--- config.mk ---
export PLATFORM = sky130hd
export DESIGN_NAME = rgb_hsv_color_window_classifier
export DESIGN_NICKNAME = d
export VERILOG_FILES = /design/src/design/rhcw_pkg.sv /design/src/design/rhcw_div.sv /design/src/design/rgb_hsv_color_window_classifier.sv
export VERILOG_INCLUDE_DIRS = /design/src /design/src/design
export SDC_FILE = /design/constraint.sdc
export NUM_CORES = 1
export LEC_CHECK = 0
export BUFFER_PORTS_ARGS = -buffer_cell sky130_fd_sc_hd__buf_2
export CAP_MARGIN = 20
export CELL_PAD_IN_SITES_DETAIL_PLACEMENT = 2
export CELL_PAD_IN_SITES_GLOBAL_PLACEMENT = 2
export CORE_AREA = 2 2 319 321
export DETAILED_ROUTE_END_ITERATION = 16
export DIE_AREA = 0 0 321 323
export PLACE_DENSITY_LB_ADDON = 0.1
export SLEW_MARGIN = 20
export SYNTH_ARGS = -nofsm -noshare
export SYNTH_HDL_FRONTEND = slang
export SYNTH_SLANG_ARGS = --single-unit
--- constraint.sdc ---
create_clock -name clk -period 9.9 [get_ports clk]
set_input_delay 1.98 -clock clk [delete_from_list [all_inputs] [get_ports clk]]
set_output_delay 1.98 -clock clk [all_outputs]
set_load 0.005 [all_outputs]
--- src/design/assert_macros.svh ---
// assertion macros shared by the classifier rtl
`ifndef ASSERT_MACROS_SVH
`define ASSERT_MACROS_SVH
`ifndef SYNTHESIS
`define RHCW_ASSERT_IMP(lbl, clk, rst_n, ante, cons) \
  lbl: assert property (@(posedge clk) disable iff (!rst_n) (ante) |-> (cons)) \
    else $error("rhcw same-cycle check failed");
`define RHCW_ASSERT_NXT(lbl, clk, rst_n, ante, cons) \
  lbl: assert property (@(posedge clk) disable iff (!rst_n) (ante) |=> (cons)) \
    else $error("rhcw next-cycle check failed");
`else
`define RHCW_ASSERT_IMP(lbl, clk, rst_n, ante, cons)
`define RHCW_ASSERT_NXT(lbl, clk, rst_n, ante, cons)
`endif
`endif

--- src/design/rhcw_pkg.sv ---
// types, constants and codes of the rgb to hsv color window classifier
package rhcw_pkg;

  localparam int CH_W    = 8;
  localparam int HUE_W   = 16;
  localparam int SAT_W   = 9;
  localparam int HCFG_W  = 9;
  localparam int CFG_W   = 9;
  localparam int CIDX_W  = 2;

  localparam int HUE_FRAC   = 6;
  localparam int SAT_SHIFT  = 8;
  localparam int SECT_HI    = 12;
  localparam int SECT_LO    = 8;

  localparam logic signed [HUE_W-1:0] HUE_SECTOR = 16'sd3840;
  localparam logic signed [HUE_W-1:0] HUE_FULL   = 16'sd23040;
  localparam logic signed [HUE_W-1:0] HUE_UNDEF  = -16'sd64;

  localparam logic [HCFG_W-1:0] HUE_LOW_RST  = 9'd60;
  localparam logic [HCFG_W-1:0] HUE_HIGH_RST = 9'd150;
  localparam logic [SAT_W-1:0]  SAT_MIN_RST  = 9'd77;
  localparam logic [CH_W-1:0]   VAL_MIN_RST  = 8'd102;

  // divider: quotient bits, dividend width, quotient bits per stage
  localparam int DIV_QW     = 12;
  localparam int DIV_NW     = 20;
  localparam int DIV_STEPS  = 2;
  localparam int DIV_STAGES = DIV_QW / DIV_STEPS;

  // front stage, divider stages, hue assembly, output register
  localparam int PIPE_STAGES = DIV_STAGES + 3;

  typedef enum logic [CIDX_W-1:0] {
    CFG_HUE_LOW  = 2'd0,
    CFG_HUE_HIGH = 2'd1,
    CFG_SAT_MIN  = 2'd2,
    CFG_VAL_MIN  = 2'd3
  } cfg_idx_t;

  typedef enum logic [1:0] {
    VERDICT_REJECT  = 2'd0,
    VERDICT_KEEP    = 2'd1,
    VERDICT_INVALID = 2'd2
  } verdict_t;

  typedef enum logic [1:0] {
    SEC_RED   = 2'd0,
    SEC_GREEN = 2'd1,
    SEC_BLUE  = 2'd2
  } sector_t;

  typedef struct packed {
    logic [CH_W-1:0] red;
    logic [CH_W-1:0] green;
    logic [CH_W-1:0] blue;
    logic            pv;
    logic [CH_W-1:0] mx;
    logic            dnz;
    sector_t         sec;
    logic            neg;
  } side_t;

  typedef struct packed {
    logic [CH_W-1:0]         red;
    logic [CH_W-1:0]         green;
    logic [CH_W-1:0]         blue;
    logic                    pv;
    logic                    dnz;
    logic signed [HUE_W-1:0] hue;
    logic [SAT_W-1:0]        sat;
    logic [CH_W-1:0]         bright;
  } hsv_t;

endpackage

--- src/design/rhcw_div.sv ---
// pipelined restoring divider, a few quotient bits per stage
module rhcw_div (
  input  logic                          clk,
  input  logic [rhcw_pkg::DIV_STAGES-1:0] adv,
  input  logic [rhcw_pkg::DIV_NW-1:0]   dividend,
  input  logic [rhcw_pkg::CH_W-1:0]     divisor,
  output logic [rhcw_pkg::DIV_QW-1:0]   quotient,
  output logic                          rem_nz
);

  localparam int NW     = rhcw_pkg::DIV_NW;
  localparam int QW     = rhcw_pkg::DIV_QW;
  localparam int STEPS  = rhcw_pkg::DIV_STEPS;
  localparam int STAGES = rhcw_pkg::DIV_STAGES;
  localparam int DW     = rhcw_pkg::CH_W;

  logic [NW-1:0] rem_r [STAGES];
  logic [QW-1:0] quo_r [STAGES];
  logic [DW-1:0] dvs_r [STAGES];

  for (genvar j = 0; j < STAGES; j++) begin : g_stage
    logic [NW-1:0] rem_in;
    logic [QW-1:0] quo_in;
    logic [DW-1:0] dvs_in;
    logic [NW-1:0] rem_nxt;
    logic [QW-1:0] quo_nxt;

    if (j == 0) begin : g_first
      assign rem_in = dividend;
      assign quo_in = '0;
      assign dvs_in = divisor;
    end else begin : g_next
      assign rem_in = rem_r[j-1];
      assign quo_in = quo_r[j-1];
      assign dvs_in = dvs_r[j-1];
    end

    always_comb begin
      logic [NW-1:0] trial;
      rem_nxt = rem_in;
      quo_nxt = quo_in;
      for (int s = 0; s < STEPS; s++) begin
        trial = NW'(dvs_in) << (QW - 1 - (j * STEPS + s));
        if (rem_nxt >= trial) begin
          rem_nxt = rem_nxt - trial;
          quo_nxt = {quo_nxt[QW-2:0], 1'b1};
        end else begin
          quo_nxt = {quo_nxt[QW-2:0], 1'b0};
        end
      end
    end

    always_ff @(posedge clk) begin
      if (adv[j]) begin
        rem_r[j] <= rem_nxt;
        quo_r[j] <= quo_nxt;
        dvs_r[j] <= dvs_in;
      end
    end
  end

  assign quotient = quo_r[STAGES-1];
  assign rem_nz   = |rem_r[STAGES-1];

endmodule

--- src/design/rgb_hsv_color_window_classifier.sv ---
// top level of the rgb to hsv color window classifier
//
// Pixels enter on the in_ channel (in_valid / in_stall) with red, green, blue
// and a point-valid flag, one per clock while in_stall is low. Each pixel is
// converted to hue in 1/64 degree, saturation (256 = 1.0) and value, and is
// kept when its hue lies in [hue_low, hue_high] degrees and saturation and
// value reach their minimums; rejected pixels leave as black, invalid points
// pass unchanged. Results leave on the out_ channel (out_valid / out_stall)
// in input order. Throughput is one pixel per cycle while out_stall is low,
// set by two six-stage restoring dividers (two quotient bits per stage) for
// hue and saturation that run side by side. Each stage moves on when it is
// empty or the stage after it moves, so bubbles close up and a stalled output
// stops only the stages behind it; in_stall rises once all nine stages hold
// pixels and out_stall is high. Registers are written by the user on the cfg_
// channel (cfg_valid / cfg_ready, always ready) only while the pipeline is
// empty; the block does not enforce it. Synchronous reset empties the
// pipeline and loads the window 60..150 deg, saturation 77, value 102.
`include "assert_macros.svh"

module rgb_hsv_color_window_classifier (
  input  logic                              clk,
  input  logic                              rst_n,
  input  logic                              in_valid,
  output logic                              in_stall,
  input  logic [rhcw_pkg::CH_W-1:0]         in_red,
  input  logic [rhcw_pkg::CH_W-1:0]         in_green,
  input  logic [rhcw_pkg::CH_W-1:0]         in_blue,
  input  logic                              in_point_valid,
  output logic                              out_valid,
  input  logic                              out_stall,
  output logic [1:0]                        out_verdict,
  output logic [rhcw_pkg::CH_W-1:0]         out_red,
  output logic [rhcw_pkg::CH_W-1:0]         out_green,
  output logic [rhcw_pkg::CH_W-1:0]         out_blue,
  output logic signed [rhcw_pkg::HUE_W-1:0] out_hue,
  output logic [rhcw_pkg::SAT_W-1:0]        out_saturation,
  output logic [rhcw_pkg::CH_W-1:0]         out_brightness,
  input  logic                              cfg_valid,
  output logic                              cfg_ready,
  input  logic [rhcw_pkg::CIDX_W-1:0]       cfg_index,
  input  logic [rhcw_pkg::CFG_W-1:0]        cfg_wdata
);

  localparam int NST   = rhcw_pkg::PIPE_STAGES;
  localparam int DS    = rhcw_pkg::DIV_STAGES;
  localparam int CW    = rhcw_pkg::CH_W;
  localparam int HW    = rhcw_pkg::HUE_W;
  localparam int SW    = rhcw_pkg::SAT_W;
  localparam int NW    = rhcw_pkg::DIV_NW;
  localparam int QW    = rhcw_pkg::DIV_QW;

  // configuration registers
  logic [rhcw_pkg::HCFG_W-1:0] hue_low_r;
  logic [rhcw_pkg::HCFG_W-1:0] hue_high_r;
  logic [SW-1:0]               sat_min_r;
  logic [CW-1:0]               val_min_r;

  assign cfg_ready = 1'b1;

  always_ff @(posedge clk) begin
    if (!rst_n) begin
      hue_low_r  <= rhcw_pkg::HUE_LOW_RST;
      hue_high_r <= rhcw_pkg::HUE_HIGH_RST;
      sat_min_r  <= rhcw_pkg::SAT_MIN_RST;
      val_min_r  <= rhcw_pkg::VAL_MIN_RST;
    end else if (cfg_valid && cfg_ready) begin
      case (rhcw_pkg::cfg_idx_t'(cfg_index))
        rhcw_pkg::CFG_HUE_LOW:  hue_low_r  <= cfg_wdata;
        rhcw_pkg::CFG_HUE_HIGH: hue_high_r <= cfg_wdata;
        rhcw_pkg::CFG_SAT_MIN:  sat_min_r  <= cfg_wdata;
        rhcw_pkg::CFG_VAL_MIN:  val_min_r  <= cfg_wdata[CW-1:0];
        default: ;
      endcase
    end
  end

  // stage valids and per-stage advance
  logic [NST-1:0] vld_r;
  logic [NST-1:0] vld_nxt;
  logic [NST-1:0] en;

  always_comb begin
    en[NST-1] = !vld_r[NST-1] || !out_stall;
    for (int k = NST - 2; k >= 0; k--) begin
      en[k] = !vld_r[k] || en[k+1];
    end
  end

  always_comb begin
    vld_nxt[0] = en[0] ? in_valid : vld_r[0];
    for (int k = 1; k < NST; k++) begin
      vld_nxt[k] = en[k] ? vld_r[k-1] : vld_r[k];
    end
  end

  always_ff @(posedge clk) begin
    if (!rst_n) begin
      vld_r <= '0;
    end else begin
      vld_r <= vld_nxt;
    end
  end

  assign in_stall  = !en[0];
  assign out_valid = vld_r[NST-1];

  // front stage: max, min, sector and hue numerator
  logic [CW-1:0]     mx_c;
  logic [CW-1:0]     mn_c;
  logic [CW-1:0]     x_c;
  logic [CW-1:0]     y_c;
  logic [CW-1:0]     mag_c;
  logic              neg_c;
  rhcw_pkg::sector_t sec_c;
  rhcw_pkg::side_t   side0_nxt;

  always_comb begin
    mx_c = in_red;
    if (in_green > mx_c) begin
      mx_c = in_green;
    end
    if (in_blue > mx_c) begin
      mx_c = in_blue;
    end
    mn_c = in_red;
    if (in_green < mn_c) begin
      mn_c = in_green;
    end
    if (in_blue < mn_c) begin
      mn_c = in_blue;
    end
    if (in_red == mx_c) begin
      sec_c = rhcw_pkg::SEC_RED;
      x_c   = in_green;
      y_c   = in_blue;
    end else if (in_green == mx_c) begin
      sec_c = rhcw_pkg::SEC_GREEN;
      x_c   = in_blue;
      y_c   = in_red;
    end else begin
      sec_c = rhcw_pkg::SEC_BLUE;
      x_c   = in_red;
      y_c   = in_green;
    end
    neg_c = x_c < y_c;
    mag_c = neg_c ? (y_c - x_c) : (x_c - y_c);
  end

  always_comb begin
    side0_nxt.red   = in_red;
    side0_nxt.green = in_green;
    side0_nxt.blue  = in_blue;
    side0_nxt.pv    = in_point_valid;
    side0_nxt.mx    = mx_c;
    side0_nxt.dnz   = mx_c != mn_c;
    side0_nxt.sec   = sec_c;
    side0_nxt.neg   = neg_c;
  end

  rhcw_pkg::side_t side_r [DS+1];
  logic [CW-1:0]   mag0_r;
  logic [CW-1:0]   delta0_r;

  always_ff @(posedge clk) begin
    if (en[0]) begin
      side_r[0] <= side0_nxt;
      mag0_r    <= mag_c;
      delta0_r  <= mx_c - mn_c;
    end
  end

  for (genvar k = 1; k <= DS; k++) begin : g_side
    always_ff @(posedge clk) begin
      if (en[k]) begin
        side_r[k] <= side_r[k-1];
      end
    end
  end

  // dividers: 3840 * mag / delta and 256 * delta / max
  logic [NW-1:0] hue_dvd;
  logic [NW-1:0] sat_dvd;
  logic [QW-1:0] hue_q;
  logic          hue_rnz;
  logic [QW-1:0] sat_q;

  assign hue_dvd = (NW'(mag0_r) << rhcw_pkg::SECT_HI) - (NW'(mag0_r) << rhcw_pkg::SECT_LO);
  assign sat_dvd = NW'(delta0_r) << rhcw_pkg::SAT_SHIFT;

  rhcw_div u_hue_div (
    .clk      (clk),
    .adv      (en[DS:1]),
    .dividend (hue_dvd),
    .divisor  (delta0_r),
    .quotient (hue_q),
    .rem_nz   (hue_rnz)
  );

  rhcw_div u_sat_div (
    .clk      (clk),
    .adv      (en[DS:1]),
    .dividend (sat_dvd),
    .divisor  (side_r[0].mx),
    .quotient (sat_q),
    .rem_nz   ()
  );

  // hue assembly
  rhcw_pkg::side_t     sd;
  logic signed [HW-1:0] base_c;
  logic signed [HW-1:0] qpos_c;
  logic signed [HW-1:0] qneg_c;
  logic signed [HW-1:0] hraw_c;
  logic                 def_c;
  rhcw_pkg::hsv_t       hs_nxt;
  rhcw_pkg::hsv_t       hs_r;

  assign sd = side_r[DS];

  always_comb begin
    case (sd.sec)
      rhcw_pkg::SEC_RED:   base_c = '0;
      rhcw_pkg::SEC_GREEN: base_c = HW'(rhcw_pkg::HUE_SECTOR <<< 1);
      rhcw_pkg::SEC_BLUE:  base_c = HW'(rhcw_pkg::HUE_SECTOR <<< 2);
      default:             base_c = '0;
    endcase
    qpos_c = signed'(HW'(hue_q));
    // floor of a negative quotient rounds away from zero
    qneg_c = signed'(HW'(hue_q) + HW'(hue_rnz));
    hraw_c = sd.neg ? (base_c - qneg_c) : (base_c + qpos_c);
    if (hraw_c < 0) begin
      hraw_c = hraw_c + rhcw_pkg::HUE_FULL;
    end
    def_c = sd.pv && sd.dnz;

    hs_nxt.red    = sd.red;
    hs_nxt.green  = sd.green;
    hs_nxt.blue   = sd.blue;
    hs_nxt.pv     = sd.pv;
    hs_nxt.dnz    = sd.dnz;
    hs_nxt.hue    = def_c ? hraw_c : rhcw_pkg::HUE_UNDEF;
    hs_nxt.sat    = def_c ? sat_q[SW-1:0] : '0;
    hs_nxt.bright = sd.pv ? sd.mx : '0;
  end

  always_ff @(posedge clk) begin
    if (en[DS+1]) begin
      hs_r <= hs_nxt;
    end
  end

  // window test and masking
  logic [HW-1:0]        hue_u;
  logic [HW-1:0]        lo_c;
  logic [HW-1:0]        hi_c;
  logic                 keep_c;
  rhcw_pkg::verdict_t   verdict_c;
  logic                 pass_c;

  logic [1:0]           verdict_r;
  logic [CW-1:0]        red_r;
  logic [CW-1:0]        green_r;
  logic [CW-1:0]        blue_r;
  logic signed [HW-1:0] hue_r;
  logic [SW-1:0]        sat_r;
  logic [CW-1:0]        bright_r;

  always_comb begin
    hue_u  = unsigned'(hs_r.hue);
    lo_c   = HW'(hue_low_r) << rhcw_pkg::HUE_FRAC;
    hi_c   = HW'(hue_high_r) << rhcw_pkg::HUE_FRAC;
    keep_c = hs_r.pv && hs_r.dnz && (hue_u >= lo_c) && (hue_u <= hi_c)
             && (hs_r.sat >= sat_min_r) && (hs_r.bright >= val_min_r);
    if (!hs_r.pv) begin
      verdict_c = rhcw_pkg::VERDICT_INVALID;
    end else if (keep_c) begin
      verdict_c = rhcw_pkg::VERDICT_KEEP;
    end else begin
      verdict_c = rhcw_pkg::VERDICT_REJECT;
    end
    pass_c = !hs_r.pv || keep_c;
  end

  always_ff @(posedge clk) begin
    if (en[NST-1]) begin
      verdict_r <= verdict_c;
      red_r     <= pass_c ? hs_r.red : '0;
      green_r   <= pass_c ? hs_r.green : '0;
      blue_r    <= pass_c ? hs_r.blue : '0;
      hue_r     <= hs_r.hue;
      sat_r     <= hs_r.sat;
      bright_r  <= hs_r.bright;
    end
  end

  assign out_verdict    = verdict_r;
  assign out_red        = red_r;
  assign out_green      = green_r;
  assign out_blue       = blue_r;
  assign out_hue        = hue_r;
  assign out_saturation = sat_r;
  assign out_brightness = bright_r;

  `RHCW_ASSERT_IMP(a_keep_hue_def, clk, rst_n, out_valid && out_verdict == rhcw_pkg::VERDICT_KEEP, out_hue != rhcw_pkg::HUE_UNDEF)
  `RHCW_ASSERT_IMP(a_reject_black, clk, rst_n, out_valid && out_verdict == rhcw_pkg::VERDICT_REJECT, out_red == '0 && out_green == '0 && out_blue == '0)
  `RHCW_ASSERT_IMP(a_invalid_hsv, clk, rst_n, out_valid && out_verdict == rhcw_pkg::VERDICT_INVALID, out_hue == rhcw_pkg::HUE_UNDEF && out_saturation == '0 && out_brightness == '0)
  `RHCW_ASSERT_IMP(a_empty_ready, clk, rst_n, vld_r == '0, !in_stall)
  `RHCW_ASSERT_NXT(a_accept_load, clk, rst_n, in_valid && !in_stall, vld_r[0])

endmodule

==> impl_metrics.sql <==
INSERT INTO impl_metrics (metric_group, metric, value, unit) VALUES
('outcome', 'status', 'completed', ''),
('layout', 'nets', '4043', ''),
('synth', 'total_nets_after_synthesis', '3915', ''),
('layout', 'layout-drive-gt1-share', '9.35', '%'),
('sta', 'fin_worst_hold_slack', '0.403', 'ns'),
('sta', 'setup-tns-final', '0', 'ns'),
('critical_path', 'capturing_point_of_the_worst_reg2reg_path', 'u_sat_div.rem_r[2][17]', ''),
('placement', 'gpl.final_weighted_congestion', '0.851', ''),
('sta', 'finalHoldViolations', '0', ''),
('die', 'initial_cell_density_of_the_core', '39.5', '%'),
('synth', 'post_synth.cell_area_avg', '11.1', 'um2'),
('die', 'design.core.area', '0.101', 'mm2'),
('placement', 'place.port_buffers', '101', ''),
('synth', 'yosysSeqAreaShare', '52.1', '%'),
('cts', 'post-cts-setup-buffer-count', '0', ''),
('die', 'fp.dieArea', '0.104', 'mm2'),
('cts', 'tritoncts.num_buffers', '83', ''),
('global_routing', 'maximum_number_of_pins_on_one_net_before_global_route_repair', '79', ''),
('critical_path', 'worst-path-buf-inv', '5', ''),
('critical_path', 'r2r-start', 'u_sat_div.dvs_r[1][1]', ''),
('synth', 'number_of_enable_flip_flop_cells_after_synthesis', '662', ''),
('sta', 'finalWorstPathRequiredPeriod', '8.87', 'ns'),
('detailed_routing', 'drt-total-wl', '115000', 'um'),
('placement', 'hpwl', '88000', 'um'),
('critical_path', 'regToRegSetupSlack', '3.11', 'ns'),
('sta', 'timing.slew.headroom', '29.0', '%'),
('synth', 'netlist.area_leader.share', '49.9', '%'),
('sta', 'setup_viol', '0', ''),
('cts', 'cts.htree.levels', '3', ''),
('synth', 'ys.flop_type', 'sky130_fd_sc_hd__edfxtp_1', ''),
('sta', 'min_period_over_period', '89.6', '%'),
('placement', 'dpl_worst_slack', '0.436', 'ns'),
('run', 'drv.max_cap_violation_count', '0', ''),
('cts', 'hold_fix_buffer_count_after_cts', '0', ''),
('synth', 'synth_warnings', '0', ''),
('critical_path', 'worst-r2r-cell-count', '18', ''),
('global_routing', 'met2_usage', '41.6', '%'),
('synth', 'mappedNetlistArea', '0.0398', 'mm2'),
('detailed_routing', 'route.detailed.drc', '0', ''),
('worst_hold_path', 'hold_path_startpoint', 'u_hue_div.quo_r[2][1]', ''),
('critical_path', 'startpoint_class', 'input pin', ''),
('synth', 'yosysTopAreaCell', 'sky130_fd_sc_hd__edfxtp_1', ''),
('worst_hold_path', 'hold-path-endpoint', 'u_hue_div.quo_r[3][3]', ''),
('synth', 'ys_async_sr_fraction', '0', '%'),
('sta', 'rsz0062_at_grt', 'false', ''),
('sta', 'skew', '0.0344', 'ns'),
('die', 'chipWidth', '321', 'um'),
('critical_path', 'crit_path_category', 'input pin to flip-flop', ''),
('global_routing', 'gr-usage-met1', '25.8', '%'),
('synth', 'synthCells', '3575', ''),
('cts', 'cts.repair.resized', '0', ''),
('global_routing', 'grt_antenna_before_repair', '0', ''),
('global_routing', 'top_usage_layer', 'met2', ''),
('layout', 'insertedDiodeCount', '0', ''),
('placement', 'detailed_place.area', '0.0418', 'mm2'),
('critical_path', 'crit_path_frequent_cell', 'sky130_fd_sc_hd__nand2_1', ''),
('synth', 'distinct_cells_synth', '101', ''),
('sta', 'max_slew_violation_count', '0', ''),
('sta', 'final_critical_path_setup_slack', '1.03', 'ns'),
('cts', 'clk-insertion-delay-late', '0.65', 'ns'),
('critical_path', 'critical_path_peak_fanout', '21', ''),
('critical_path', 'timing.critical_path.max_delay_family', 'compound AO/OA/AOI/OAI gates', ''),
('worst_hold_path', 'hold-path-cell-count', '0', ''),
('cts', 'clk_path_buf_depth', '3', ''),
('detailed_routing', 'route.vias.total', '27996', ''),
('cts', 'worst_setup_hold_path_clk_slew', '0.06', 'ns'),
('critical_path', 'critPathCaptureType', 'flip-flop', ''),
('detailed_routing', 'wire_per_inst', '22.6', 'um'),
('sta', 'timing.fmax', '113', 'MHz'),
('global_routing', 'grt_first_pass_wirelength', '181000', 'um'),
('detailed_routing', 'dr.pass1.iters', '7', '');
## worst max path at each step
stage                     depth (start not counted)   startpoint        end  slack [ns]
after floorplan                                  32  in_green[0]  mag0_r[7]        1.24
after global placement                           31    in_red[7]  mag0_r[7]        0.64
after detailed placement                         31    in_red[7]  mag0_r[7]        0.44
after CTS                                        31    in_red[7]  mag0_r[7]        1.08
after global routing                             31    in_red[7]  mag0_r[5]        0.21
final                                            31    in_red[7]  mag0_r[7]        1.03
## registers in the layout (all words and copies together), names as in the netlist, 25 cells and up
register         flops
u_hue_div.quo_r     42
u_hue_div.rem_r     92
u_sat_div.quo_r     25
u_sat_div.rem_r     70
side_r             231
hs_r                43
u_hue_div.dvs_r     40
u_sat_div.dvs_r     28
## cells in the mapped netlist (25+ instances only)
library cell / instances
sky130_fd_sc_hd__clkbuf_1: 58
sky130_fd_sc_hd__and3_1: 29
sky130_fd_sc_hd__mux2_2: 58
sky130_fd_sc_hd__o211ai_1: 42
sky130_fd_sc_hd__a211oi_1: 27
sky130_fd_sc_hd__mux2i_1: 46
sky130_fd_sc_hd__xnor2_1: 136
sky130_fd_sc_hd__nor2b_1: 56
sky130_fd_sc_hd__o31ai_1: 35
sky130_fd_sc_hd__edfxtp_1: 662
sky130_fd_sc_hd__a21oi_1: 191
sky130_fd_sc_hd__xor2_1: 91
sky130_fd_sc_hd__a21o_1: 85
sky130_fd_sc_hd__dfxtp_1: 44
sky130_fd_sc_hd__inv_1: 280
sky130_fd_sc_hd__a21boi_0: 55
sky130_fd_sc_hd__and2_1: 63
sky130_fd_sc_hd__nand3_1: 51
sky130_fd_sc_hd__ha_1: 279
sky130_fd_sc_hd__nor3_1: 76
sky130_fd_sc_hd__o21ai_0: 178
sky130_fd_sc_hd__nor2_1: 281
sky130_fd_sc_hd__nand2_1: 284
sky130_fd_sc_hd__or3_1: 25
sky130_fd_sc_hd__nand4_1: 39
sky130_fd_sc_hd__o21a_1: 54
sky130_fd_sc_hd__nand2b_1: 41
## worst reg2reg max path, stage by stage (launching register included)
cell	delay, ns
sky130_fd_sc_hd__edfxtp_1	0.41
sky130_fd_sc_hd__inv_1	0.14
sky130_fd_sc_hd__ha_1	0.26
sky130_fd_sc_hd__nor2b_1	0.14
sky130_fd_sc_hd__o21a_1	0.19
sky130_fd_sc_hd__o21ai_0	0.52
sky130_fd_sc_hd__a211oi_1	0.18
sky130_fd_sc_hd__a211oi_1	0.54
sky130_fd_sc_hd__and2_1	0.43
sky130_fd_sc_hd__mux2_2	0.40
sky130_fd_sc_hd__ha_1	0.34
sky130_fd_sc_hd__nor2b_1	0.15
sky130_fd_sc_hd__o21ai_0	0.20
sky130_fd_sc_hd__nand2b_1	0.16
sky130_fd_sc_hd__a221oi_1	0.62
sky130_fd_sc_hd__nand3_1	0.18
sky130_fd_sc_hd__nand4bb_1	0.78
sky130_fd_sc_hd__and3_1	0.45
sky130_fd_sc_hd__or4_1	0.42
## logic make-up (layout without fill, tap and decap cells)
group	after synthesis	count (layout)	share of synthesized area (%)
buffers and inverters	362	552	3.52
adders and majority gates	299	299	9.77
other	1	1	0.00942
AOI/OAI and AO/OA	811	811	13.4
muxes	105	105	2.83
DFF	706	706	52.1
xor gates and xnor gates	227	227	4.99
and+or+nand+nor	1064	1064	13.4
## through the flow
stage                     std cells  util (%)
after global placement         4926      41.5
final                          5074      44.2
after floorplan                3575         -
after detailed placement       4926      41.5
after global routing           5074      44.2
after CTS                      5073      44.1
## cells in the final DEF, fill, tap and decap left out, types with 11 or more instances in the layout
cell / Yosys / layout
sky130_fd_sc_hd__mux2i_1: 46 / 46
sky130_fd_sc_hd__and4_1: 11 / 11
sky130_fd_sc_hd__ha_1: 279 / 279
sky130_fd_sc_hd__nand2_1: 284 / 280
sky130_fd_sc_hd__mux2_2: 58 / 58
sky130_fd_sc_hd__and3_1: 29 / 29
sky130_fd_sc_hd__nand2b_1: 41 / 41
sky130_fd_sc_hd__o21bai_1: 23 / 23
sky130_fd_sc_hd__clkbuf_1: 58 / 19
sky130_fd_sc_hd__o21ai_0: 178 / 177
sky130_fd_sc_hd__fa_1: 20 / 20
sky130_fd_sc_hd__xor2_1: 91 / 91
sky130_fd_sc_hd__o21a_1: 54 / 54
sky130_fd_sc_hd__a21o_1: 85 / 85
sky130_fd_sc_hd__o31ai_1: 35 / 34
sky130_fd_sc_hd__buf_4: 3 / 20
sky130_fd_sc_hd__clkbuf_16: 0 / 85
sky130_fd_sc_hd__and2_1: 63 / 63
sky130_fd_sc_hd__buf_2: 11 / 101
sky130_fd_sc_hd__a31oi_1: 14 / 14
sky130_fd_sc_hd__a21boi_0: 55 / 55
sky130_fd_sc_hd__o211ai_1: 42 / 42
sky130_fd_sc_hd__inv_1: 280 / 276
sky130_fd_sc_hd__or3_1: 25 / 25
sky130_fd_sc_hd__nor4_1: 23 / 23
sky130_fd_sc_hd__clkinv_1: 1 / 20
sky130_fd_sc_hd__nor2_1: 281 / 281
sky130_fd_sc_hd__a21oi_1: 191 / 191
sky130_fd_sc_hd__nand3_1: 51 / 50
sky130_fd_sc_hd__or2_2: 17 / 17
sky130_fd_sc_hd__xnor2_1: 136 / 136
sky130_fd_sc_hd__nand4_1: 39 / 39
sky130_fd_sc_hd__dfxtp_1: 44 / 44
sky130_fd_sc_hd__a211oi_1: 27 / 27
sky130_fd_sc_hd__edfxtp_1: 662 / 662
sky130_fd_sc_hd__nor2b_1: 56 / 56
sky130_fd_sc_hd__nor3_1: 76 / 76
## routing by layer
layer,wire length [um],vias to the layer above
met2,60100,367
met3,2850,206
met1,48100,14084
met5,0,-
met4,3720,0
li1,-,13339
## final cells by class
class,instances,area (um2)
clock inverter,41,409
tap,1309,1640
clock buffer,106,2230
inverter,283,1070
sequential,706,20800
multi-input combinational,2507,17700
timing repair buffer,122,683
fill,10319,56200
Power is not shown: default switching activity piles up to over one toggle a cycle in this logic, so the estimate is an artifact.
